## config.mk

```make
export PLATFORM = sky130hd
export DESIGN_NAME = sensor_packet_parser_checksum_unit
export DESIGN_NICKNAME = d
export VERILOG_FILES = /design/src/design/spc_pkg.sv /design/src/design/spc_parser.sv /design/src/design/spc_angle_conv.sv /design/src/design/sensor_packet_parser_checksum_unit.sv
export SDC_FILE = /design/constraint.sdc
export NUM_CORES = 1
export LEC_CHECK = 0
export BUFFER_PORTS_ARGS = -buffer_cell sky130_fd_sc_hd__buf_4
export CORE_ASPECT_RATIO = 0.6
export CORE_UTILIZATION = 40
export CTS_BUF_LIST = sky130_fd_sc_hd__clkbuf_2
export DETAILED_ROUTE_END_ITERATION = 10
export SLEW_MARGIN = 15
export SYNTH_ARGS = -nofsm -noshare
export SYNTH_HDL_FRONTEND = slang
export SYNTH_SLANG_ARGS = --single-unit
```

## constraint.sdc

```tcl
create_clock -name clk -period 7.8 [get_ports clk]
set_input_delay 0.78 -clock clk [delete_from_list [all_inputs] [get_ports clk]]
set_output_delay 0.78 -clock clk [all_outputs]
set_load 0.02 [all_outputs]
```

## src/design/spc_pkg.sv

```systemverilog
package spc_pkg;

  localparam int STORED_BYTES = 6;
  localparam int FRAC_BITS    = 8;

  localparam int BYTE_W = 8;
  localparam int SUM_W  = 16;
  localparam int CNT_W  = 6;
  localparam int OFF_W  = 17;
  localparam int ANG_W  = 19;
  localparam int RAW_W  = 16;

  localparam int CFG_IDX_W = 2;

  localparam logic [CFG_IDX_W-1:0] CFG_ROLL_OFFSET  = 2'd0;
  localparam logic [CFG_IDX_W-1:0] CFG_PITCH_OFFSET = 2'd1;
  localparam logic [CFG_IDX_W-1:0] CFG_YAW_OFFSET   = 2'd2;

  localparam logic signed [OFF_W-1:0] ROLL_OFFSET_RST  = -17'sd256;
  localparam logic signed [OFF_W-1:0] PITCH_OFFSET_RST = -17'sd256;
  localparam logic signed [OFF_W-1:0] YAW_OFFSET_RST   = 17'sd13824;

  localparam logic [BYTE_W-1:0] HDR_S = 8'h73;
  localparam logic [BYTE_W-1:0] HDR_N = 8'h6E;
  localparam logic [BYTE_W-1:0] HDR_P = 8'h70;
  localparam logic [SUM_W-1:0]  HDR_SUM = SUM_W'(HDR_S) + SUM_W'(HDR_N) + SUM_W'(HDR_P);

  localparam int TYPE_HAS_DATA_BIT = 7;
  localparam int TYPE_BATCH_BIT    = 6;
  localparam logic [CNT_W-1:0] LEN_SINGLE = 6'd4;

  // Scaling by 360/32768 is done as mag * 45 * 2^FRAC_BITS, rounded, shifted by 12.
  localparam int SCALE_SHIFT = 12;
  localparam int SCALE_W     = 6 + FRAC_BITS;
  localparam logic [SCALE_W-1:0] SCALE_MUL = SCALE_W'(45 * (1 << FRAC_BITS));
  localparam int PROD_W      = RAW_W + SCALE_W;
  localparam logic [PROD_W-1:0] ROUND_ADD = PROD_W'(1 << (SCALE_SHIFT - 1));
  localparam int MAG_W       = PROD_W - SCALE_SHIFT;
  localparam int ACC_W       = (MAG_W + 2 > 20) ? MAG_W + 2 : 20;

  localparam logic signed [ACC_W-1:0] ANG_MAX = ACC_W'(262143);
  localparam logic signed [ACC_W-1:0] ANG_MIN = -(ACC_W'(262144));

  typedef enum logic [2:0] {
    PH_HUNT_S  = 3'd0,
    PH_HUNT_N  = 3'd1,
    PH_HUNT_P  = 3'd2,
    PH_TYPE    = 3'd3,
    PH_ADDR    = 3'd4,
    PH_PAYLOAD = 3'd5,
    PH_SUM_HI  = 3'd6,
    PH_SUM_LO  = 3'd7
  } phase_t;

  typedef logic [STORED_BYTES-1:0][BYTE_W-1:0] store_t;

  typedef struct packed {
    logic done;
    logic good;
  } evt_t;

endpackage

```

## src/design/spc_parser.sv

```systemverilog
module spc_parser (
  input  logic                         clk,
  input  logic                         rst_n,
  input  logic                         step,
  input  logic [spc_pkg::BYTE_W-1:0]   rx_byte,
  output spc_pkg::evt_t                evt,
  output spc_pkg::store_t              store
);

  spc_pkg::phase_t                    phase_r, phase_nxt;
  logic [spc_pkg::CNT_W-1:0]          len_r, len_nxt;
  logic [spc_pkg::CNT_W-1:0]          cnt_r, cnt_nxt;
  logic [spc_pkg::CNT_W-1:0]          cnt_plus;
  logic [spc_pkg::SUM_W-1:0]          sum_r, sum_nxt;
  logic [spc_pkg::BYTE_W-1:0]         hi_r, hi_nxt;
  spc_pkg::store_t                    store_r, store_nxt;

  always_ff @(posedge clk) begin
    if (!rst_n) begin
      phase_r <= spc_pkg::PH_HUNT_S;
      len_r   <= '0;
      cnt_r   <= '0;
      sum_r   <= '0;
      hi_r    <= '0;
      store_r <= '0;
    end else if (step) begin
      phase_r <= phase_nxt;
      len_r   <= len_nxt;
      cnt_r   <= cnt_nxt;
      sum_r   <= sum_nxt;
      hi_r    <= hi_nxt;
      store_r <= store_nxt;
    end
  end

  assign cnt_plus = cnt_r + spc_pkg::CNT_W'(1);

  always_comb begin
    phase_nxt = phase_r;
    len_nxt   = len_r;
    cnt_nxt   = cnt_r;
    sum_nxt   = sum_r;
    hi_nxt    = hi_r;
    store_nxt = store_r;
    evt       = '0;
    case (phase_r)
      spc_pkg::PH_HUNT_S: begin
        phase_nxt = (rx_byte == spc_pkg::HDR_S) ? spc_pkg::PH_HUNT_N : spc_pkg::PH_HUNT_S;
      end
      spc_pkg::PH_HUNT_N: begin
        phase_nxt = (rx_byte == spc_pkg::HDR_N) ? spc_pkg::PH_HUNT_P : spc_pkg::PH_HUNT_S;
      end
      spc_pkg::PH_HUNT_P: begin
        if (rx_byte == spc_pkg::HDR_P) begin
          phase_nxt = spc_pkg::PH_TYPE;
          sum_nxt   = spc_pkg::HDR_SUM;
        end else begin
          phase_nxt = spc_pkg::PH_HUNT_S;
        end
      end
      spc_pkg::PH_TYPE: begin
        sum_nxt = sum_r + spc_pkg::SUM_W'(rx_byte);
        if (rx_byte[spc_pkg::TYPE_HAS_DATA_BIT]) begin
          len_nxt = rx_byte[spc_pkg::TYPE_BATCH_BIT] ? {rx_byte[5:2], 2'b00}
                                                     : spc_pkg::LEN_SINGLE;
        end else begin
          len_nxt = '0;
        end
        phase_nxt = spc_pkg::PH_ADDR;
      end
      spc_pkg::PH_ADDR: begin
        sum_nxt   = sum_r + spc_pkg::SUM_W'(rx_byte);
        cnt_nxt   = '0;
        phase_nxt = (len_r == '0) ? spc_pkg::PH_SUM_HI : spc_pkg::PH_PAYLOAD;
      end
      spc_pkg::PH_PAYLOAD: begin
        for (int i = 0; i < spc_pkg::STORED_BYTES; i++) begin
          if (cnt_r == spc_pkg::CNT_W'(i)) begin
            store_nxt[i] = rx_byte;
          end
        end
        sum_nxt = sum_r + spc_pkg::SUM_W'(rx_byte);
        cnt_nxt = cnt_plus;
        if (cnt_plus >= len_r) begin
          phase_nxt = spc_pkg::PH_SUM_HI;
        end
      end
      spc_pkg::PH_SUM_HI: begin
        hi_nxt    = rx_byte;
        phase_nxt = spc_pkg::PH_SUM_LO;
      end
      spc_pkg::PH_SUM_LO: begin
        evt.done  = 1'b1;
        evt.good  = ({hi_r, rx_byte} == sum_r);
        phase_nxt = spc_pkg::PH_HUNT_S;
      end
      default: begin
        phase_nxt = spc_pkg::PH_HUNT_S;
      end
    endcase
  end

  assign store = store_r;

endmodule

```

## src/design/spc_angle_conv.sv

```systemverilog
module spc_angle_conv (
  input  logic [spc_pkg::BYTE_W-1:0]        raw_hi,
  input  logic [spc_pkg::BYTE_W-1:0]        raw_lo,
  input  logic signed [spc_pkg::OFF_W-1:0]  offset,
  output logic signed [spc_pkg::ANG_W-1:0]  angle
);

  logic [spc_pkg::RAW_W-1:0]         raw;
  logic                              neg;
  logic [spc_pkg::RAW_W-1:0]         mag;
  logic [spc_pkg::PROD_W-1:0]        prod;
  logic [spc_pkg::PROD_W-1:0]        prod_rnd;
  logic [spc_pkg::MAG_W-1:0]         mag_q;
  logic signed [spc_pkg::ACC_W-1:0]  mag_s;
  logic signed [spc_pkg::ACC_W-1:0]  acc;

  assign raw      = {raw_hi, raw_lo};
  assign neg      = raw[spc_pkg::RAW_W-1];
  assign mag      = neg ? (~raw + spc_pkg::RAW_W'(1)) : raw;
  assign prod     = spc_pkg::PROD_W'(mag) * spc_pkg::PROD_W'(spc_pkg::SCALE_MUL);
  assign prod_rnd = prod + spc_pkg::ROUND_ADD;
  assign mag_q    = prod_rnd[spc_pkg::PROD_W-1:spc_pkg::SCALE_SHIFT];
  assign mag_s    = signed'(spc_pkg::ACC_W'(mag_q));
  assign acc      = (neg ? -mag_s : mag_s) + spc_pkg::ACC_W'(offset);

  always_comb begin
    if (acc > spc_pkg::ANG_MAX) begin
      angle = spc_pkg::ANG_W'(spc_pkg::ANG_MAX);
    end else if (acc < spc_pkg::ANG_MIN) begin
      angle = spc_pkg::ANG_W'(spc_pkg::ANG_MIN);
    end else begin
      angle = acc[spc_pkg::ANG_W-1:0];
    end
  end

endmodule

```

## src/design/sensor_packet_parser_checksum_unit.sv

```systemverilog
// Sensor packet parser: takes one received link byte per item and returns one result per
// byte. It finds the "snp" header, then the type byte, address byte, payload (0, 4 or up
// to 60 bytes) and a 16-bit checksum sent high byte first. On the last checksum byte the
// result shows packet_done, and checksum_good when the 16-bit wrapping sum of header,
// type, address and payload matched; in that case the first six payload bytes become
// roll, pitch and yaw in degrees with 8 fractional bits, plus the configured offsets,
// and are held. Every result carries the held angles. One byte is accepted every clock
// cycle while the output is not stalled; an item passes an input register and the parse
// and angle logic into the output register, and out_ready low stalls the input only
// once both registers are full. The user must write offsets through the cfg port only
// while no item is in flight; the block itself does not enforce this.
module sensor_packet_parser_checksum_unit (
  input  logic                                  clk,
  input  logic                                  rst_n,
  input  logic                                  in_valid,
  output logic                                  in_ready,
  input  logic [spc_pkg::BYTE_W-1:0]            in_rx_byte,
  output logic                                  out_valid,
  input  logic                                  out_ready,
  output logic                                  out_packet_done,
  output logic                                  out_checksum_good,
  output logic signed [spc_pkg::ANG_W-1:0]      out_roll_deg_q8,
  output logic signed [spc_pkg::ANG_W-1:0]      out_pitch_deg_q8,
  output logic signed [spc_pkg::ANG_W-1:0]      out_yaw_deg_q8,
  input  logic                                  cfg_we,
  input  logic [spc_pkg::CFG_IDX_W-1:0]         cfg_index,
  input  logic [spc_pkg::OFF_W-1:0]             cfg_data
);

  logic signed [spc_pkg::OFF_W-1:0]  roll_off_r, pitch_off_r, yaw_off_r;
  logic                              s1_valid_r;
  logic [spc_pkg::BYTE_W-1:0]        s1_byte_r;
  logic                              out_valid_r;
  logic                              out_done_r, out_good_r;
  logic signed [spc_pkg::ANG_W-1:0]  roll_r, pitch_r, yaw_r;
  logic                              adv;
  logic                              in_acc;
  spc_pkg::evt_t                     evt;
  spc_pkg::store_t                   store;
  logic signed [spc_pkg::ANG_W-1:0]  roll_conv, pitch_conv, yaw_conv;

  assign adv      = s1_valid_r && (!out_valid_r || out_ready);
  assign in_ready = !s1_valid_r || adv;
  assign in_acc   = in_valid && in_ready;

  always_ff @(posedge clk) begin
    if (!rst_n) begin
      roll_off_r  <= spc_pkg::ROLL_OFFSET_RST;
      pitch_off_r <= spc_pkg::PITCH_OFFSET_RST;
      yaw_off_r   <= spc_pkg::YAW_OFFSET_RST;
    end else if (cfg_we) begin
      case (cfg_index)
        spc_pkg::CFG_ROLL_OFFSET:  roll_off_r  <= cfg_data;
        spc_pkg::CFG_PITCH_OFFSET: pitch_off_r <= cfg_data;
        spc_pkg::CFG_YAW_OFFSET:   yaw_off_r   <= cfg_data;
        default: ;
      endcase
    end
  end

  always_ff @(posedge clk) begin
    if (!rst_n) begin
      s1_valid_r <= 1'b0;
    end else if (in_ready) begin
      s1_valid_r <= in_valid;
    end
  end

  always_ff @(posedge clk) begin
    if (in_acc) begin
      s1_byte_r <= in_rx_byte;
    end
  end

  spc_parser u_parser (
    .clk     (clk),
    .rst_n   (rst_n),
    .step    (adv),
    .rx_byte (s1_byte_r),
    .evt     (evt),
    .store   (store)
  );

  spc_angle_conv u_roll (
    .raw_hi (store[0]),
    .raw_lo (store[1]),
    .offset (roll_off_r),
    .angle  (roll_conv)
  );

  spc_angle_conv u_pitch (
    .raw_hi (store[2]),
    .raw_lo (store[3]),
    .offset (pitch_off_r),
    .angle  (pitch_conv)
  );

  spc_angle_conv u_yaw (
    .raw_hi (store[4]),
    .raw_lo (store[5]),
    .offset (yaw_off_r),
    .angle  (yaw_conv)
  );

  always_ff @(posedge clk) begin
    if (!rst_n) begin
      out_valid_r <= 1'b0;
      out_done_r  <= 1'b0;
      out_good_r  <= 1'b0;
      roll_r      <= '0;
      pitch_r     <= '0;
      yaw_r       <= '0;
    end else begin
      if (adv) begin
        out_valid_r <= 1'b1;
        out_done_r  <= evt.done;
        out_good_r  <= evt.good;
        if (evt.good) begin
          roll_r  <= roll_conv;
          pitch_r <= pitch_conv;
          yaw_r   <= yaw_conv;
        end
      end else if (out_ready) begin
        out_valid_r <= 1'b0;
      end
    end
  end

  assign out_valid         = out_valid_r;
  assign out_packet_done   = out_done_r;
  assign out_checksum_good = out_good_r;
  assign out_roll_deg_q8   = roll_r;
  assign out_pitch_deg_q8  = pitch_r;
  assign out_yaw_deg_q8    = yaw_r;

endmodule

```

Word-level counts from Yosys, hierarchy flattened --
Cells that the tools add are included.
Storage, ports and cells: output and inout port bits 61, bits in registers 207
Operators by class: multipliers 3, equality and inequality tests 20, multiplexer cells 26, $add $sub $neg 14, magnitude comparators 7, bitwise operators 3, reduce and logical (&&, ||, !) cells 29
Operators by type and width (number):
- $mux 19 | 6
- $add 30x12->30 const B | 3
- $mul 16x6->22 const B | 3
- $mux 16 | 4
- $add 20x17->20 | 3
- $gt 20x19->1 const B | 3
- $lt 20x19->1 const B | 3
- $mux 20 | 3
- $neg 18->20 | 3
- $add 16x1->16 const B | 3
- $not 16->16 | 3
- $pmux 16 s2 | 1
- $eq 8x7->1 const B | 3
- $pmux 3 s8 | 1
- $reduce_and 3->1 | 7
- $add 16x8->16 | 1
- $eq 16x16->1 | 1
- $reduce_and 2->1 | 8
- $eq 3x3->1 const B | 4
- $eq 6x2->1 const B | 2
- $eq 6x3->1 const B | 2
- $logic_not 6->1 | 2
- $mux 6 | 2
- $pmux 6 s2 | 1
- other kinds (18) | 30

Longest topological paths before layout --
depth in word-level cells 11, gate-level depth with buffers 38, depth with buffers taken out 36

Hierarchy --
A second synthesis with hierarchy kept.
Unflattened totals: cells, all modules 2716, area total of the unflattened synthesis 22402.7 µm²
Modules (own cells, without submodules):
- spc_angle_conv (u_roll) | cells each 638, instances 1, area each 4855.9 µm², seq. area each 0.0 µm²
- sensor_packet_parser_checksum_unit | cells each 478, instances 1, area each 4458.0 µm², seq. area each 2482.4 µm²
- spc_angle_conv (u_pitch) | cells each 574, instances 1, area each 4406.7 µm², seq. area each 0.0 µm²
- spc_angle_conv (u_yaw) | cells each 561, instances 1, area each 4401.7 µm², seq. area each 0.0 µm²
- spc_parser | cells each 465, instances 1, area each 4280.4 µm², seq. area each 1701.6 µm²

Worst setup path after synthesis --
OpenSTA, ideal clock, no wires.
path kind reg2reg, start register u_parser.store_r, in the netlist u_parser.store[42], end register yaw_r, in the netlist out_yaw_deg_q8[10], required time 7.678 ns, arrival 7.743 ns, buffers on the path 2, setup time 0.122 ns, period minus slack after synthesis 7.864 ns, path slack -0.064 ns, stages on the path, launching flop included 38, path through dfxtp_1 -> or3_1 -> or3_1 -> nor2_1 -> nand2_1 -> or3_1 -> o31ai_1 -> xnor2_1 -> ha_1 -> ha_1 -> inv_1 -> fa_1 -> inv_1 -> ha_1 -> clkbuf_1 -> a21o_1 -> a21o_1 -> a21oi_1 -> [2 not listed] -> nand3_1 -> nor4_1 -> nor2_1 -> o21bai_2 -> and2_1 -> o21ai_1 -> a311oi_1 -> xnor2_1 -> ha_1 -> nand2_1 -> o21ai_0 -> a211oi_1 -> a21oi_1 -> xor2_1 -> xnor2_4 -> o31ai_2 -> buf_4 -> a21oi_1
Between the ends: word-level cells in the longest chain between the ends 11
Ends and longest elaborated chain:
- from (decl) | line spc_parser.sv:16 | spc_pkg::store_t store_r, store_nxt;
- from (signal assigned) | line spc_parser.sv:32 | store_r <= store_nxt;
- $not 16->16 | line spc_angle_conv.sv:19 | assign mag = neg ? (~raw + spc_pkg::RAW_W'(1)) : raw;
- $add 16x1->16 | line spc_angle_conv.sv:19
- $mux 16 (*) | line spc_angle_conv.sv:19
- $mul 16x6->22 (*) | line spc_angle_conv.sv:20 | assign prod = spc_pkg::PROD_W'(mag) * spc_pkg::PROD_W'(spc_pkg::SCALE_MUL);
- $add 30x12->30 (*) | line spc_angle_conv.sv:21 | assign prod_rnd = prod + spc_pkg::ROUND_ADD;
- $neg 18->20 | line spc_angle_conv.sv:24 | assign acc = (neg ? -mag_s : mag_s) + spc_pkg::ACC_W'(offset);
- $mux 20 (*) | line spc_angle_conv.sv:24
- $add 20x17->20 (*) | line spc_angle_conv.sv:24
- $lt 20x19->1 | line spc_angle_conv.sv:29 | end else if (acc < spc_pkg::ANG_MIN) begin
- $mux 19 | line spc_angle_conv.sv:29
- $mux 19 (*) | line spc_angle_conv.sv:27 | if (acc > spc_pkg::ANG_MAX) begin
- to (signal assigned) | line sensor_packet_parser_checksum_unit.sv:121 | yaw_r <= yaw_conv;
- to (decl) | line sensor_packet_parser_checksum_unit.sv:35 | logic signed [spc_pkg::ANG_W-1:0] roll_r, pitch_r, yaw_r;
Every way passes the cells marked *; elsewhere a longest branch is shown, timed or not. A chain may end at the register's enable or synchronous reset.

Final worst setup path --
start register u_parser.store_r, in the netlist u_parser.store[43], end register yaw_r, in the netlist out_yaw_deg_q8[17]
Same word-level chain as after synthesis.

==> results.txt <==
* Post-layout power: 2.018 mW
* First drt pass iteration count: 5
- Number of global-route vias before repair: 18810
- Fin. Hold Viols: 0
* Worst endpoint data arrival time: 8.69 ns
* Clock Root Buffer: sky130_fd_sc_hd__clkbuf_2
- Starting Density: 40.83%
- Max stage delay on crit path: 0.51 ns
- Using the TritonRoute via totals, the vias-per-cell ratio works out to 5.443.
- Based on the critical path, the design can be clocked at up to 127.0 MHz.
- The HPWL after detailed placement is 49.11 mm.
- In this run the worst hold path is classified as input port to flop.
* Sequential area share after synthesis: 19.97%
- The library cell used most frequently in the layout, excluding fill and tap cells, is sky130_fd_sc_hd__buf_4.
- For this run, the number of Yosys warnings is 0.
- Slowest cell on the critical path: sky130_fd_sc_hd__fa_1
- Port buffering added 92 buffers.
* Synth async-reset ratio: 0%
- In the layout the commonest cells are sky130_fd_sc_hd__buf_4 (397), sky130_fd_sc_hd__nand2_1 (317), sky130_fd_sc_hd__dfxtp_1 (191), sky130_fd_sc_hd__ha_1 (188), sky130_fd_sc_hd__inv_1 (164).
- Largest delay share family, worst path: simple AND/OR/NAND/NOR gates
- Transition time of the tightest slew-check pin: 1.212 ns
- Sum of routed wire length over all layers: 64.67 mm
- The finished cells cover 27220 um2.
- Remaining global-route overflow: 0
* ANT nets after route: 0
* Number of register bits inferred by synthesis: 205
- STA classifies the critical path startpoint as a flop.
- Setup repair after global routing missed its margin: true
- TritonCTS built the clock tree.
* Result of the run: complete, but fails checks
- The worst setup path is captured at a flop.
* Starting DRC count in detailed routing: 1372
- Counting every sink on the clock net gives 205.
* Skew-Pair Late Insertion Delay: 0.92 ns
* Areal power density over the cells: 74.14 nW/um2
* Source of the critical timing path: u_parser.store[43]
* Normalized max-slew margin: 18.58%
- Across every metal layer, demand over resource in global routing totals 22.55%.
- For this design the static power due to leakage is 12.79 nW.
- The average instance in the mapped netlist occupies 7.977 um2.
- Max H-tree Level: 2
* Non-filler instance count after layout: 3744
- The worst hold path begins at cfg_data[0].
- Across the run, the number of max-cap violations was 0.
- Number of buffers inserted during clock tree synthesis: 48
* Number of antenna violations at the first check in global routing: 1
* Overall die width: 297.5 um
* Buffer and inverter count on the worst path: 3
* Critical setup path kind: flop to flop
* Least setup slack across all paths after layout: -0.07154 ns
- At the end of the flow the core is filled with cells to 53.03%.
- Max Clock Skew: 0.08750 ns
- Clock slew seen by the registers of the worst setup and hold paths: 0.16 ns
* FILL cells: 4802
- Wire length per cell after detailed routing: 17.27 um
- From synthesis to final layout, the design area changed by 29.89%.
- From bottom edge to top edge, the die measures 179.3 um.
- Global-route wire length before repair: 98.56 mm
* Main flop type after synthesis: sky130_fd_sc_hd__dfxtp_1
- Gate count after technology mapping: 2627
- VDD sags by at most 0.00009997 V.
- # nets final: 3322
- Core Box Area: 51330 um2
- Source of the worst register-to-register timing path: u_parser.store[43]
- Worst-case clock buffer depth: 3
- Number of setup violations in the final report: 11
- Once placement completed, the tool counted placed cells totaling 3566.
* Failing checks: setup timing
* Largest fanout on the critical path: 6
- Site row count: 64
- Number of flops mapped to enable cells by yosys: 8
- Data required time at the worst endpoint: 8.62 ns
- Final critical-path share of the clock period: 100.9%
- The die covers 53340 um2.
- In this run the count of I/O pins placed on the die edge is 93.
* Routability cong.: 0.9291
* Synth unique cells: 104
- The routed layout has 20380 vias.
* Post-layout minimum cycle time: 7.872 ns
- On the final layout, the worst hold slack is 0.1190 ns.
- Once placement finished, the instance area stood at 24040 um2.
- Synthesized Nets: 2938
- Largest net degree at the start of global routing: 81
- After detailed routing, the number of remaining DRC violations is 0.
- In this run the cell area of the synthesized design comes to 20960 um2.
- Fraction of layout instances using a drive strength above 1: 28.33%
- The count of final max-slew check failures came to 0.
[synth_stat cells (all sizes together) (17+ instances only)]
cell type	number	area, um2
a21boi	72	540.5
a21o	60	451.7
a21oi	121	609.3
a31oi	30	202.7
and2	24	150.1
and3	28	180.2
buf	17	96.34
clkbuf	77	289.0
dfxtp	197	3944
fa	58	1161
ha	221	2765
inv	171	641.9
mux2i	32	320.3
nand2	326	1226
nand2b	20	125.1
nand3	126	630.6
nand4	26	175.2
nor2	131	494.2
nor2b	62	387.9
nor3	62	310.3
nor4	22	158.9
o211ai	21	167.7
o21a	24	180.2
o21ai	147	747.0
o31ai	21	176.4
or2	20	125.1
or3	26	162.7
xnor2	198	1768
xor2	101	892.1
[where the power goes]
part | switching, mW | internal, mW
combinational | 0.105 | 0.0767
sequential | 0.0245 | 1.07
clock | 0.489 | 0.256
total | 0.619 | 1.40
[cells by family after synthesis]
group / Yosys count / share of synthesized area [%]
simple gates: 913 / 21.36
compound gates: 627 / 20.48
xor+xnor: 299 / 12.69
fa+ha+maj: 280 / 18.78
buf+inv: 266 / 4.920
flops: 205 / 19.97
mux: 37 / 1.797
[area by class of cell]
class | instances | area [um2] | share of cell area [%]
timing repair buffer | 425 | 3321 | 12.20
multi-input combinational | 2159 | 17750 | 65.20
tap | 693 | 867.1 | 3.185
clock buffer | 74 | 370.4 | 1.361
antenna | 1 | 2.502 | 0.009193
sequential | 205 | 4194 | 15.41
clock inverter | 15 | 72.57 | 0.2666
inverter | 172 | 645.6 | 2.372
[metal layers]
layer / up-vias / global-route usage [%] / routed length (um) / share of wire, %
li1: 10070 / - / - / -
met1: 9693 / 33.05 / 32160 / 50
met2: 549 / 34.30 / 27700 / 43
met3: 70 / 4.156 / 3966 / 6.1
met4: 0 / 4.296 / 842 / 1.3
met5: - / 0 / 0 / 0
[state kept, by name, indices dropped and copies added, names as in the netlist]
register and cells:
u_parser.store 48, out_pitch_deg_q8 19, out_roll_deg_q8 19, out_yaw_deg_q8 19, pitch_off_r 17, roll_off_r 17, yaw_off_r 17, u_parser.sum_r 16
s1_byte_r 8, u_parser.hi_r 8, u_parser.cnt_r 6, u_parser.len_r 4, u_parser.phase_r 3, out_checksum_good 1, out_packet_done 1, out_valid 1
s1_valid_r 1
[worst register-to-register path, delay by kind of cell (launching register included)]
kind / cells / cell delay (ns)
simple gates: 10 / 2.18
xor+xnor: 4 / 0.74
compound gates: 10 / 2.07
fa+ha+maj: 5 / 1.93
buf+inv: 3 / 0.50
flops: 1 / 0.35
[stage by stage]
step                TNS (ns)  worst slack, ns
floorplan                  0          0.04712
global placement      -6.732          -0.2277
detailed placement    -12.69          -0.4029
CTS                 -0.03232         -0.02049
global route          -15.06          -0.4403
finish               -0.3378         -0.07154
[what timing repair did]
action	4_1_cts	5_1_grt
hold buffers	8	0
pin swaps	38	196
setup buffers	22	52
cloned	1	6
setup endpoints to repair	56	57
gates resized for setup	80	346
endpoints found under the hold margin	8	0
[final timing paths]
path | endpoint | slack [ns] | cells after the start
worst max-delay path | out_yaw_deg_q8[17] | -0.07 | 32
worst min-delay path | yaw_off_r[0] | 0.12 | 3
worst max register to register | out_yaw_deg_q8[17] | -0.07 | 32
worst min register to register | out_pitch_deg_q8[8] | 0.46 | 2
Note: power is estimated with default switching activity, not from simulation.
